$ cat src/rtl/rk4sou_pkg.sv
// Shared types, constants and fixed-point helpers of the RK4 second-order stage update.
// Used by every interface and module of the block; depends on nothing.
`default_nettype none

package rk4sou_pkg;

	localparam int DW       = 32;
	localparam int PW       = 2 * DW;
	localparam int FRAC     = 16;
	localparam int OPW      = 3;
	localparam int IDXW     = 10;
	localparam int NUM_VARS = 1024;
	localparam int CFG_IW   = 2;

	localparam int IQ_DEPTH = 4;
	localparam int IQ_AW    = $clog2(IQ_DEPTH);
	localparam int IQ_CW    = $clog2(IQ_DEPTH + 1);
	localparam int OQ_DEPTH = 16;
	localparam int OQ_AW    = $clog2(OQ_DEPTH);
	localparam int OQ_CW    = $clog2(OQ_DEPTH + 1);

	localparam logic [OPW-1:0] OP_LOAD = 3'd0;
	localparam logic [OPW-1:0] OP_ST1  = 3'd1;
	localparam logic [OPW-1:0] OP_ST2  = 3'd2;
	localparam logic [OPW-1:0] OP_ST3  = 3'd3;
	localparam logic [OPW-1:0] OP_ST4  = 3'd4;

	localparam logic [2:0] K_LOAD = 3'd0;
	localparam logic [2:0] K_ST1  = 3'd1;
	localparam logic [2:0] K_ST2  = 3'd2;
	localparam logic [2:0] K_ST3  = 3'd3;
	localparam logic [2:0] K_ST4  = 3'd4;
	localparam logic [2:0] K_NOP  = 3'd5;
	localparam logic [2:0] K_OOR  = 3'd6;

	localparam logic [CFG_IW-1:0] CFG_STEP     = 2'd0;
	localparam logic [CFG_IW-1:0] CFG_POS_HALF = 2'd1;
	localparam logic [CFG_IW-1:0] CFG_POS_CORR = 2'd2;

	localparam logic signed [DW-1:0] SAT_MAX = {1'b0, {(DW-1){1'b1}}};
	localparam logic signed [DW-1:0] SAT_MIN = {1'b1, {(DW-1){1'b0}}};
	localparam logic signed [DW-1:0] SIXTH_Q = DW'(10923);
	localparam logic signed [PW-1:0] ROUND_Q = PW'(1) <<< (FRAC - 1);

	typedef struct packed {
		logic                 clamp;
		logic signed [DW-1:0] val;
	} sval_t;

	typedef struct packed {
		logic signed [DW-1:0] step;
		logic signed [DW-1:0] pos_half;
		logic signed [DW-1:0] pos_corr;
	} cfg_t;

	typedef struct packed {
		logic [2:0]           kind;
		logic [IDXW-1:0]      var_index;
		logic signed [DW-1:0] accel;
		logic signed [DW-1:0] load_pos;
		logic signed [DW-1:0] load_vel;
	} item_t;

	typedef struct packed {
		logic [IDXW-1:0]      out_index;
		logic signed [DW-1:0] out_pos;
		logic signed [DW-1:0] out_vel;
		logic                 saturated;
	} res_t;

	function automatic sval_t sat_add(input logic signed [DW-1:0] a, input logic signed [DW-1:0] b);
		logic [DW:0] s;
		sval_t       r;
		s = {a[DW-1], a} + {b[DW-1], b};
		r.clamp = s[DW] ^ s[DW-1];
		r.val   = r.clamp ? (s[DW] ? SAT_MIN : SAT_MAX) : s[DW-1:0];
		return r;
	endfunction

	function automatic logic signed [PW-1:0] mul_full(input logic signed [DW-1:0] a,
		input logic signed [DW-1:0] b);
		logic signed [PW-1:0] p;
		p = a * b;
		return p;
	endfunction

	function automatic sval_t rnd_sat(input logic signed [PW-1:0] p);
		logic signed [PW-1:0] q;
		logic signed [PW-1:0] sh;
		logic [PW-DW:0]       hi;
		sval_t                r;
		q  = p + ROUND_Q;
		sh = q >>> FRAC;
		hi = sh[PW-1:DW-1];
		r.clamp = !((&hi) || !(|hi));
		r.val   = r.clamp ? (sh[PW-1] ? SAT_MIN : SAT_MAX) : sh[DW-1:0];
		return r;
	endfunction

	// times one half, rounded half up
	function automatic logic signed [DW-1:0] half(input logic signed [DW-1:0] x);
		logic [DW:0] t;
		t = {x[DW-1], x} + (DW+1)'(1);
		return t[DW:1];
	endfunction

endpackage

`default_nettype wire

$ cat src/rtl/rk4sou_req_if.sv
// Input item channel of the RK4 stage update: valid/ready plus item payload.
// Depends on rk4sou_pkg for field widths.
`default_nettype none

interface rk4sou_req_if;
	logic                             valid;
	logic                             ready;
	logic [rk4sou_pkg::OPW-1:0]       opcode;
	logic [rk4sou_pkg::IDXW-1:0]      var_index;
	logic signed [rk4sou_pkg::DW-1:0] accel;
	logic signed [rk4sou_pkg::DW-1:0] load_pos;
	logic signed [rk4sou_pkg::DW-1:0] load_vel;

	modport source (output valid, output opcode, output var_index, output accel,
		output load_pos, output load_vel, input ready);
	modport sink (input valid, input opcode, input var_index, input accel,
		input load_pos, input load_vel, output ready);
endinterface

`default_nettype wire

$ cat src/rtl/rk4sou_cfg_if.sv
// Configuration write channel of the RK4 stage update: valid/ready, index, data.
// Depends on rk4sou_pkg for widths.
`default_nettype none

interface rk4sou_cfg_if;
	logic                          valid;
	logic                          ready;
	logic [rk4sou_pkg::CFG_IW-1:0] index;
	logic [rk4sou_pkg::DW-1:0]     data;

	modport source (output valid, output index, output data, input ready);
	modport sink (input valid, input index, input data, output ready);
endinterface

`default_nettype wire

$ cat src/rtl/rk4sou_front.sv
// Front end: configuration registers, opcode/index classification and input item queue.
// Depends on rk4sou_pkg, rk4sou_req_if and rk4sou_cfg_if.
`default_nettype none

module rk4sou_front (
	input  logic                  clk,
	input  logic                  arst_n,
	rk4sou_req_if.sink            req,
	rk4sou_cfg_if.sink            cfg,
	output rk4sou_pkg::cfg_t      cfg_regs,
	output rk4sou_pkg::item_t     head,
	output logic                  head_valid,
	input  logic                  head_pop
);

	rk4sou_pkg::cfg_t                cfg_q;
	rk4sou_pkg::item_t               iq_q [rk4sou_pkg::IQ_DEPTH];
	logic [rk4sou_pkg::IQ_AW-1:0]    wr_ptr_q;
	logic [rk4sou_pkg::IQ_AW-1:0]    rd_ptr_q;
	logic [rk4sou_pkg::IQ_CW-1:0]    cnt_q;
	rk4sou_pkg::item_t               entry;
	logic                            push;

	assign cfg.ready = 1'b1;
	assign cfg_regs  = cfg_q;

	always_ff @(posedge clk or negedge arst_n) begin
		if (!arst_n) begin
			cfg_q <= '0;
		end else if (cfg.valid) begin
			unique case (cfg.index)
				rk4sou_pkg::CFG_STEP:     cfg_q.step     <= cfg.data;
				rk4sou_pkg::CFG_POS_HALF: cfg_q.pos_half <= cfg.data;
				rk4sou_pkg::CFG_POS_CORR: cfg_q.pos_corr <= cfg.data;
				default: ;
			endcase
		end
	end

	always_comb begin
		entry.var_index = req.var_index;
		entry.accel     = req.accel;
		entry.load_pos  = req.load_pos;
		entry.load_vel  = req.load_vel;
		unique case (req.opcode)
			rk4sou_pkg::OP_LOAD: entry.kind = rk4sou_pkg::K_LOAD;
			rk4sou_pkg::OP_ST1:  entry.kind = rk4sou_pkg::K_ST1;
			rk4sou_pkg::OP_ST2:  entry.kind = rk4sou_pkg::K_ST2;
			rk4sou_pkg::OP_ST3:  entry.kind = rk4sou_pkg::K_ST3;
			rk4sou_pkg::OP_ST4:  entry.kind = rk4sou_pkg::K_ST4;
			default:             entry.kind = rk4sou_pkg::K_NOP;
		endcase
		if (!(32'(req.var_index) < 32'(rk4sou_pkg::NUM_VARS))) begin
			entry.kind = rk4sou_pkg::K_OOR;
		end
	end

	assign req.ready  = (cnt_q != rk4sou_pkg::IQ_CW'(rk4sou_pkg::IQ_DEPTH));
	assign push       = req.valid && req.ready;
	assign head_valid = (cnt_q != '0);
	assign head       = iq_q[rd_ptr_q];

	always_ff @(posedge clk) begin
		if (push) begin
			iq_q[wr_ptr_q] <= entry;
		end
	end

	always_ff @(posedge clk or negedge arst_n) begin
		if (!arst_n) begin
			wr_ptr_q <= '0;
			rd_ptr_q <= '0;
			cnt_q    <= '0;
		end else begin
			if (push) begin
				wr_ptr_q <= wr_ptr_q + rk4sou_pkg::IQ_AW'(1);
			end
			if (head_pop) begin
				rd_ptr_q <= rd_ptr_q + rk4sou_pkg::IQ_AW'(1);
			end
			case ({push, head_pop})
				2'b10:   cnt_q <= cnt_q + rk4sou_pkg::IQ_CW'(1);
				2'b01:   cnt_q <= cnt_q - rk4sou_pkg::IQ_CW'(1);
				default: ;
			endcase
		end
	end

endmodule

`default_nettype wire

$ cat src/flat_wrapper.sv
// flat-port wrapper written by rule: the top's interface ports become plain ports
module rk4sou_front_flat 
  (clk, arst_n, cfg_regs, head, head_valid, head_pop, req_valid, req_opcode, req_var_index, req_accel, req_load_pos, req_load_vel, req_ready, cfg_valid, cfg_index, cfg_data, cfg_ready);
  rk4sou_req_if req_i ();
  rk4sou_cfg_if cfg_i ();
  input  logic clk;
  input  logic arst_n;
  output rk4sou_pkg::cfg_t cfg_regs;
  output rk4sou_pkg::item_t head;
  output logic head_valid;
  input  logic head_pop;
  input wire logic [$bits(req_i.valid)-1:0] req_valid;
  input wire logic [$bits(req_i.opcode)-1:0] req_opcode;
  input wire logic [$bits(req_i.var_index)-1:0] req_var_index;
  input wire logic [$bits(req_i.accel)-1:0] req_accel;
  input wire logic [$bits(req_i.load_pos)-1:0] req_load_pos;
  input wire logic [$bits(req_i.load_vel)-1:0] req_load_vel;
  output wire logic [$bits(req_i.ready)-1:0] req_ready;
  input wire logic [$bits(cfg_i.valid)-1:0] cfg_valid;
  input wire logic [$bits(cfg_i.index)-1:0] cfg_index;
  input wire logic [$bits(cfg_i.data)-1:0] cfg_data;
  output wire logic [$bits(cfg_i.ready)-1:0] cfg_ready;
  assign req_i.valid = req_valid;
  assign req_i.opcode = req_opcode;
  assign req_i.var_index = req_var_index;
  assign req_i.accel = req_accel;
  assign req_i.load_pos = req_load_pos;
  assign req_i.load_vel = req_load_vel;
  assign req_ready = req_i.ready;
  assign cfg_i.valid = cfg_valid;
  assign cfg_i.index = cfg_index;
  assign cfg_i.data = cfg_data;
  assign cfg_ready = cfg_i.ready;
  rk4sou_front u_core (.clk(clk), .arst_n(arst_n), .req(req_i), .cfg(cfg_i), .cfg_regs(cfg_regs), .head(head), .head_valid(head_valid), .head_pop(head_pop));
endmodule
$ cat config.mk
export PLATFORM = sky130hd
export DESIGN_NAME = rk4sou_front_flat
export DESIGN_NICKNAME = d
export VERILOG_FILES = /design/src/rtl/rk4sou_pkg.sv /design/src/rtl/rk4sou_req_if.sv /design/src/rtl/rk4sou_cfg_if.sv /design/src/rtl/rk4sou_front.sv /design/src/flat_wrapper.sv
export SDC_FILE = /design/constraint.sdc
export NUM_CORES = 1
export LEC_CHECK = 0
export BUFFER_PORTS_ARGS = -buffer_cell sky130_fd_sc_hd__buf_2
export CORE_MARGIN = 2
export CORE_UTILIZATION = 50
export CTS_BUF_LIST = sky130_fd_sc_hd__clkbuf_4 sky130_fd_sc_hd__clkbuf_8 sky130_fd_sc_hd__clkbuf_16
export CTS_CLUSTER_DIAMETER = 50
export DETAILED_ROUTE_END_ITERATION = 10
export GPL_TIMING_DRIVEN = 1
export PLACE_DENSITY_LB_ADDON = 0.12
export SLEW_MARGIN = 15
export SYNTH_ARGS = -nofsm -noshare
export SYNTH_HDL_FRONTEND = slang
export SYNTH_SLANG_ARGS = --single-unit
$ cat constraint.sdc
create_clock -name clk -period 2.2 [get_ports clk]
set_input_delay 0.22 -clock clk [delete_from_list [all_inputs] [get_ports clk]]
set_output_delay 0.22 -clock clk [all_outputs]
set_load 0.02 [all_outputs]
==> flow_summary_export.csv, run 1 <==
group,metric,value,unit
outcome,status,"finished with violations",
outcome,violations,"setup timing",
synthesis,async_flop_share,19.1,%
placed_design,placement.cell_area,22400,µm²
synthesis,avgSynthCellArea,24.3,µm²
placed_design,gp_congestion,0.743,
floorplanning,core-area,38700,µm²
clock_tree,cts.sinks,539,
grt,grt_pass1_vias,11176,
synthesis,syn-num-nets,965,
grt,grt_antenna_before_repair,3,
power,p_sw_share,30.5,%
synthesis,netlist_area,19700,µm²
synthesis,synth_edf_count,436,
setup_path,rr_worst_depth,6,
setup_path,worstSetupPathType,"reg2out",
floorplanning,die_w,202,µm
min_path,hold_path_depth,2,
detailed_routing,drt_iter0_drc,464,
power,p_clk_share,26.6,%
run,drv_cap,0,
sta,rsz0062_at_grt,"true",
power,power_density,1350,nW/µm²
synthesis,ys_ff_latch,539,
setup_path,cp.required,1980,ps
floorplanning,die_area,41000,µm²
sta,fin_skew,14.3,ps
sta,fin_crit,2350,ps
setup_path,rr_startpoint,"u_core.cnt_q[1]",
placed_design,port_buffers,354,
clock_tree,cts_root_buffer,"clkbuf_16",
detailed_routing,routed-via-count,10132,
setup_path,r2r_slack,130,ps
detailed_routing,vias_per_cell,5.22,
floorplanning,die_h,202,µm
power,p_comb_share,34.9,%
grt,overflow,0,
finish,fill_cells,2534,
detailed_routing,ant_nets,0,
floorplanning,rows,72,
synthesis,yosysWarnings,0,
power,leakage,9.91,nW
detailed_routing,drt_first_pass_iters,4,
power,cell_internal_pwr,24.9,mW
clock_tree,worstSkewPairLatency,600,ps
sta,tightest_slew,568,ps
sta,holdWs,64.1,ps
finish,seq_area,15700,µm²
setup_path,end_kind,"output port",
power,pwr-share-seq,38.5,%
clock_tree,tritoncts,"yes",
clock_tree,cts.htree.levels,2,
sta,layout_setup_ws,-151,ps
setup_path,arrival,2130,ps
placed_design,dp_hpwl,25200,µm
clock_tree,clk_pin_slew,60,ps
detailed_routing,drc,0,
clock_tree,cts_buffers,55,
setup_path,cp-endpoint,"head[108]",
min_path,holdCritPathClass,"in2reg",
sta,slew_violations,0,
synthesis,synth.distinct_cells,25,
synthesis,seq_area_frac_synth,79.6,%
setup_path,crit_path_start_kind,"register",
finish,final_nets,1529,
setup_path,worst_r2r_endpoint,"u_core.cnt_q[1]",
clock_tree,clockBufferDepth,3,
setup_path,startpoint,"u_core.rd_ptr_q[0]",
sta,max_freq,0.425,GHz
sta,setup_violations,108,
placed_design,placedCellCount,1678,
finish,design_area,26500,µm²
synthesis,synthCells,811,
sta,max-slew-margin-rel,62.1,%
detailed_routing,wire_per_inst,22.1,µm
finish,drive_above_1_share,50.0,%
finish,final_cells,1942,
power,vdd_drop_max,813,µV
floorplanning,start_util,50.8,%
setup_path,worstPathMaxFanout,8,
sta,fin_crit_sh,107,%
grt,grt_start_max_net_pins,65,
detailed_routing,routed_wirelength,42900,µm
synthesis,synth_ff_type,"edfxtp_1",
grt,track_usage,21.1,%
power,switchingPower,10.9,mW
sta,finalHoldViolCount,0,
grt,grt_pass1_wl,65000,µm
finish,area_delta_synth_final,34.5,%
finish,multi_input_area,3830,µm²
floorplanning,pin_count,356,
==> sequential cells by signal (all words and copies together), names as in the netlist <==
register / cells
u_core.cfg_regs: 96
u_core.cnt_q: 3
u_core.iq_q: 436
u_core.rd_ptr_q: 2
u_core.wr_ptr_q: 2
==> metrics by stage <==
step | utilization [%] | setup slack [ps] | total power [mW] | setup TNS (ps)
after floorplan | - | -299 | 20.7 | -130180
after global placement | 57.8 | 149 | 24.4 | 0
after detailed placement | 57.8 | 134 | 24.5 | 0
after CTS | 67.9 | -198 | 35.8 | -14990
after global routing | 68.3 | -204 | 37.3 | -16580
final | 68.3 | -151 | 35.8 | -9380
==> Yosys cell counts (all sizes together) (2+ instances only) <==
cell type / count / area (µm²)
edfxtp: 436 / 13100
mux4: 109 / 2450
dfrtp: 103 / 2580
mux2: 98 / 1110
buf: 29 / 171
clkbuf: 6 / 22.5
ha: 5 / 62.6
and3: 4 / 30.0
xnor2: 4 / 35.0
inv: 3 / 11.3
nand3b: 2 / 15.0
xor2: 2 / 17.5
==> power groups by stage <==
stage / clock [mW] / combinational, mW / sequential, mW
floorplan: 0 / 6.34 / 14.3
global placement: 0 / 10.5 / 13.9
detailed placement: 0 / 10.5 / 14.0
CTS: 9.74 / 12.3 / 13.8
global route: 10.1 / 13.2 / 14.0
finish: 9.53 / 12.5 / 13.8
==> cell type report <==
type | count | area share [%]
sequential | 539 | 59.2
clock buffer | 71 | 5.82
inverter | 3 | 0.0425
antenna | 3 | 0.0284
tap | 518 | 2.45
multi-input combinational | 234 | 14.5
clock inverter | 32 | 1.34
timing repair buffer | 542 | 16.6
==> metal layers <==
metal / track usage, % / wire, µm / vias up
li1: - / - / 4489
met1: 27.8 / 17700 / 5285
met2: 35.6 / 21800 / 314
met3: 5.50 / 2750 / 44
met4: 5.03 / 626 / 0
met5: 0 / 0 / -
==> cell families after synthesis <==
| logic type | Yosys count | share of synthesized area, % |
|---|---|---|
| fa+ha+maj | 6 | 0.420 |
| other cells | 1 | 0.0191 |
| xor+xnor | 6 | 0.267 |
| flops | 539 | 79.6 |
| compound gates | 1 | 0.0382 |
| simple gates | 13 | 0.502 |
| buf+inv | 38 | 1.04 |
| mux | 207 | 18.1 |
==> how the worst min path moves through the flow <==
| stage | from | endpoint |
|---|---|---|
| 2_1_floorplan | arst_n | u_core.cfg_regs[0] |
| 3_3_place_gp | arst_n | u_core.cfg_regs[30] |
| 3_5_place_dp | arst_n | u_core.cfg_regs[23] |
| 4_1_cts | req_opcode[1] | u_core.iq_q[2][107] |
| 5_1_grt | req_opcode[1] | u_core.iq_q[2][107] |
| 6_report | req_opcode[1] | u_core.iq_q[1][107] |
==> placed cells by master (no fill, tap or decap), types with 9 or more instances in the layout <==
cell / n
dfrtp_1: 101
buf_4: 16
buf_6: 67
mux4_2: 109
clkinv_2: 9
mux2_2: 97
dlygate4sd3_1: 144
buf_12: 19
clkbuf_16: 57
edfxtp_1: 436
buf_2: 285
clkbuf_4: 9
==> critical path: stages, from the launching register on <==
cell and delay [ps]:
dfrtp_4 450, buf_12 200, clkbuf_16 210, mux4_2 510
buf_6 150
==> repair_timing <==
action | CTS | global route
resized for setup | 100 | 47
setup buffers | 6 | 1
cloned | 7 | 2
endpoints found under the hold margin | 570 | 0
hold buffers | 144 | 0
setup endpoints to repair | 109 | 109
Power figures use the tool's default switching activity.
==> run 2, diff against run 1 <==
Settings changed: SETUP_SLACK_MARGIN set to 0.1.
==> flow_summary_export.csv, run 2 (same netlist as run 1, synthesis figures left out) <==
group,metric,value,unit
power,vdd_drop_max,814,µV
power,power_density,1350,nW/µm²
detailed_routing,vias_per_cell,5.22,
outcome,violations,"setup timing",
clock_tree,tritoncts,"yes",
sta,layout_setup_ws,-154,ps
clock_tree,cts_buffers,55,
setup_path,end_kind,"output port",
grt,track_usage,21.1,%
floorplanning,rows,72,
clock_tree,clk_pin_slew,60,ps
clock_tree,clockBufferDepth,3,
sta,fin_crit,2350,ps
detailed_routing,wire_per_inst,22.0,µm
floorplanning,die_w,202,µm
sta,setup_violations,109,
placed_design,dpl_worst_slack,134,ps
placed_design,port_buffers,354,
setup_path,cp.required,1980,ps
clock_tree,cts_root_buffer,"clkbuf_16",
floorplanning,core-area,38700,µm²
finish,top_register,"u_core.iq_q",
placed_design,placedCellCount,1678,
finish,area_delta_synth_final,34.9,%
floorplanning,pin_count,356,
finish,drive_above_1_share,50.4,%
floorplanning,die_h,202,µm
sta,max_freq,0.425,GHz
detailed_routing,drc,0,
grt,overflow,0,
sta,fin_skew,14.5,ps
detailed_routing,drt_first_pass_iters,4,
sta,tightest_slew,570,ps
clock_tree,cts.sinks,539,
outcome,status,"finished with violations",
finish,final_nets,1536,
sta,holdWs,61.8,ps
power,p_sw_share,30.5,%
sta,fin_setup_tns,-10100,ps
sta,fin_crit_sh,107,%
power,cell_internal_pwr,25.0,mW
placed_design,gp_congestion,0.743,
placed_design,dp_hpwl,25200,µm
grt,grt_pass1_wl,65000,µm
power,switchingPower,11.0,mW
sta,slew_violations,0,
detailed_routing,routed-via-count,10169,
detailed_routing,drt_iter0_drc,546,
power,p_comb_share,35.1,%
sta,rsz0062_at_grt,"true",
power,p_clk_share,26.5,%
detailed_routing,ant_nets,0,
grt,grt_antenna_before_repair,3,
clock_tree,cts.htree.levels,2,
sta,finalHoldViolCount,0,
floorplanning,start_util,50.8,%
setup_path,r2r_slack,140,ps
sta,max-slew-margin-rel,62.0,%
setup_path,crit_path_start_kind,"register",
detailed_routing,routed_wirelength,42900,µm
finish,final_cells,1949,
clock_tree,worstSkewPairLatency,600,ps
grt,grt_pass1_vias,11176,
min_path,holdCritPathClass,"in2reg",
finish,layout_common_cells,"436 x edfxtp_1, 285 x buf_2, 144 x dlygate4sd3_1, 109 x mux4_2, 100 x dfrtp_1",
power,p_total,36.0,mW
grt,grt_start_max_net_pins,65,
floorplanning,die_area,41000,µm²
run,drv_cap,0,
power,leakage,9.94,nW
finish,layout_commonest_cell,"edfxtp_1",
setup_path,worstPathMaxFanout,8,
setup_path,arrival,2130,ps
power,pwr-share-seq,38.4,%
finish,largest_reg_flops,436,
setup_path,worstSetupPathType,"reg2out",
-- run 2: path summary, 6_finish.rpt --
kind / endpoint / startpoint / cells after the start
worst max-delay path: head[53] / u_core.rd_ptr_q[0] / 5
worst max register to register: u_core.cnt_q[1] / u_core.cnt_q[0] / 6
worst min-delay path: u_core.iq_q[1][107] / req_opcode[1] / 2
max in group asynchronous: u_core.cnt_q[0] / arst_n / 3
min in group asynchronous: u_core.cfg_regs[30] / arst_n / 2
worst min register to register: u_core.cnt_q[2] / u_core.cnt_q[2] / 1
-- run 2: critical path: stages, from the launching register on --
cell and delay (ps):
dfrtp_4 510, buf_12 170, buf_12 130, buf_16 140, mux4_2 440, buf_6 150
-- run 2: power groups by stage --
stage / Sequential [mW] / Clock, mW / Combinational [mW]
2_1_floorplan: 14.3 / 0 / 6.34
3_5_place_dp: 14.0 / 0 / 10.5
5_1_grt: 14.0 / 10.1 / 13.3
4_1_cts: 13.8 / 9.74 / 12.3
6_report: 13.8 / 9.53 / 12.6
3_3_place_gp: 13.9 / 0 / 10.5
-- run 2: area by class of cell --
class,instances,area (µm²)
sequential,539,15700
fill,2523,12200
timing repair buffer,549,4480
multi-input combinational,234,3830
clock buffer,71,1540
tap,518,648
clock inverter,32,354
inverter,3,11.3
antenna,3,7.51
-- run 2: metrics by stage --
| stage | utilization, % | cell area (µm²) |
|---|---|---|
| global route | 68.5 | 26500 |
| detailed placement | 57.8 | 22400 |
| floorplan | - | 19700 |
| global placement | 57.8 | 22400 |
| CTS | 67.9 | 26300 |
| finish | 68.5 | 26500 |
-- run 2: per-layer routing --
layer	GRT usage [%]	vias up	routed length, µm
li1	-	4505	-
met1	27.8	5299	17700
met2	35.6	321	21900
met3	5.50	44	2740
met4	5.03	0	622
met5	0	-	0
-- run 2: repair_timing --
action,in CTS,in global routing
cloned,7,2
resized for setup,100,48
setup buffers,6,7
pin swaps,0,1
hold endpoints to repair,570,0
endpoints found under the setup margin,109,110
hold buffers,144,0
==> run 3, diff against run 2 <==
Settings changed: CORE_MARGIN 2 to not set, CORE_UTILIZATION 50 to 55.
Clock period 2.2 ns to 2.3 ns, I/O delays scaled along.
==> flow_summary_export.csv, run 3 (same netlist as run 1, synthesis figures left out) <==
group,metric,value,unit
setup_path,rr_worst_depth,6,
floorplanning,die_w,191,µm
placed_design,dp_hpwl,25800,µm
sta,max_freq,0.426,GHz
clock_tree,tritoncts,"yes",
floorplanning,pin_count,356,
clock_tree,cts.htree.levels,2,
sta,fin_crit,2350,ps
placed_design,gp_congestion,0.706,
finish,layout_common_cells,"436 x edfxtp_1, 302 x buf_2, 142 x dlygate4sd3_1, 109 x mux4_2, 101 x dfrtp_1",
detailed_routing,drc,0,
grt,grt_pass1_vias,11175,
sta,slew_violations,0,
setup_path,worstSetupPathType,"reg2out",
clock_tree,clockBufferDepth,3,
power,vdd_drop_max,871,µV
grt,grt_pass1_wl,63700,µm
finish,layout_commonest_cell,"edfxtp_1",
setup_path,crit_path_start_kind,"register",
grt,grt_start_max_net_pins,46,
floorplanning,rows,68,
sta,rsz0062_at_grt,"true",
power,power_density,1270,nW/µm²
setup_path,arrival,2120,ps
setup_path,worstPathMaxFanout,14,
setup_path,r2r_slack,190,ps
detailed_routing,routed_wirelength,42000,µm
sta,finalHoldViolCount,0,
floorplanning,core-area,34900,µm²
min_path,hold_path_depth,2,
clock_tree,cts.sinks,539,
sta,max-slew-margin-rel,60.7,%
sta,fin_skew,9.85,ps
floorplanning,die_area,36500,µm²
clock_tree,cts_root_buffer,"clkbuf_16",
floorplanning,start_util,56.4,%
min_path,holdCritPathClass,"in2reg",
sta,layout_setup_ws,-47.4,ps
grt,overflow,0,
grt,grt_busiest_layer,"met2",
sta,tightest_slew,589,ps
grt,met3_usage,6.46,%
finish,top_register,"u_core.iq_q",
finish,final_nets,1540,
detailed_routing,drt_first_pass_iters,4,
placed_design,port_buffers,354,
run,drv_cap,0,
grt,track_usage,23.6,%
detailed_routing,vias_per_cell,5.35,
setup_path,cp.required,2070,ps
grt,grt_antenna_before_repair,1,
setup_path,end_kind,"output port",
outcome,status,"finished with violations",
finish,area_delta_synth_final,33.1,%
floorplanning,die_h,191,µm
power,leakage,9.85,nW
finish,fill_cells,1998,
grt,use_met2,40.0,%
finish,final_util,75.1,%
outcome,violations,"setup timing",
sta,setup_violations,58,
clock_tree,worstSkewPairLatency,580,ps
power,p_total,33.2,mW
grt,met1_usage,29.7,%
finish,drive_above_1_share,50.0,%
finish,largest_reg_flops,436,
sta,fin_crit_sh,102,%
detailed_routing,wire_per_inst,22.3,µm
detailed_routing,ant_nets,0,
detailed_routing,drt_iter0_drc,414,
detailed_routing,routed-via-count,10094,
clock_tree,clk_pin_slew,60,ps
clock_tree,cts_buffers,53,
run 3: cell count changes in the layout (fill, tap and decap cells not counted), moves of 3 or more:
cell	before	now
buf_2	285	302
buf_6	68	53
bufinv_16	7	1
clkbuf_4	9	15
buf_12	19	24
clkinv_1	8	13
buf_4	22	26
clkbuf_8	7	3
buf_16	9	6
run 3: critical path, cell delays in order, from the launching register on:
cell and delay, ps:
dfrtp_4 440, buf_12 190, buf_16 190, mux4_2 520
buf_2 180
run 3: path summary, 6_finish.rpt:
kind | startpoint | to
worst max-delay path | u_core.rd_ptr_q[0] | head[55]
worst min-delay path | req_opcode[1] | u_core.iq_q[1][106]
worst max register to register | u_core.cnt_q[1] | u_core.cnt_q[1]
worst min register to register | u_core.cnt_q[2] | u_core.cnt_q[2]
max in group asynchronous | arst_n | u_core.cfg_regs[8]
min in group asynchronous | arst_n | u_core.cfg_regs[42]
run 3: final cells by class:
cell class / count / area (µm²) / share of cell area (%)
diodes: 1 / 2.50 / 0.00956
multi-input cells: 234 / 3830 / 14.6
well taps: 455 / 569 / 2.17
clock inverters: 25 / 141 / 0.540
repair buffers: 555 / 4430 / 16.9
flip-flops and latches: 539 / 15700 / 59.9
inverters: 3 / 11.3 / 0.0430
clock buffers: 73 / 1530 / 5.84
run 3: through the flow:
step                      hold WS (ps)  instance area, µm²  setup TNS, ps  setup slack (ps)  std cells
after floorplan                  -65.6               19700         -86580              -199        811
after global placement             275               22500              0               250       1629
after detailed placement           274               22500              0               196       1629
after CTS                         9.48               26100          -4730             -86.3       1883
after global routing              24.8               26200          -8390              -122       1885
final                             33.1               26200           -940             -47.4       1885
run 3: timing repair:
action	4_1_cts	5_1_grt
hold buffers	142	0
gates cloned	4	1
setup endpoints to repair	109	108
buffers inserted	10	0
endpoints found under the hold margin	571	0
resized for setup	97	16
run 3: report_power, final:
group | switching [mW] | total [mW] | internal [mW] | leakage, nW
Clock | 3.45 | 8.20 | 4.75 | 0.847
Combinational | 6.25 | 11.8 | 5.54 | 3.79
Sequential | 0.535 | 13.2 | 12.7 | 5.21
run 3: layer usage:
metal  part of all wire (%)  up-vias  wire length [µm]
li1                       -     4511                 -
met1                     39     5204             16400
met2                     51      328             21600
met3                    7.5       51              3170
met4                    2.0        0               835
met5                      0        -                 0
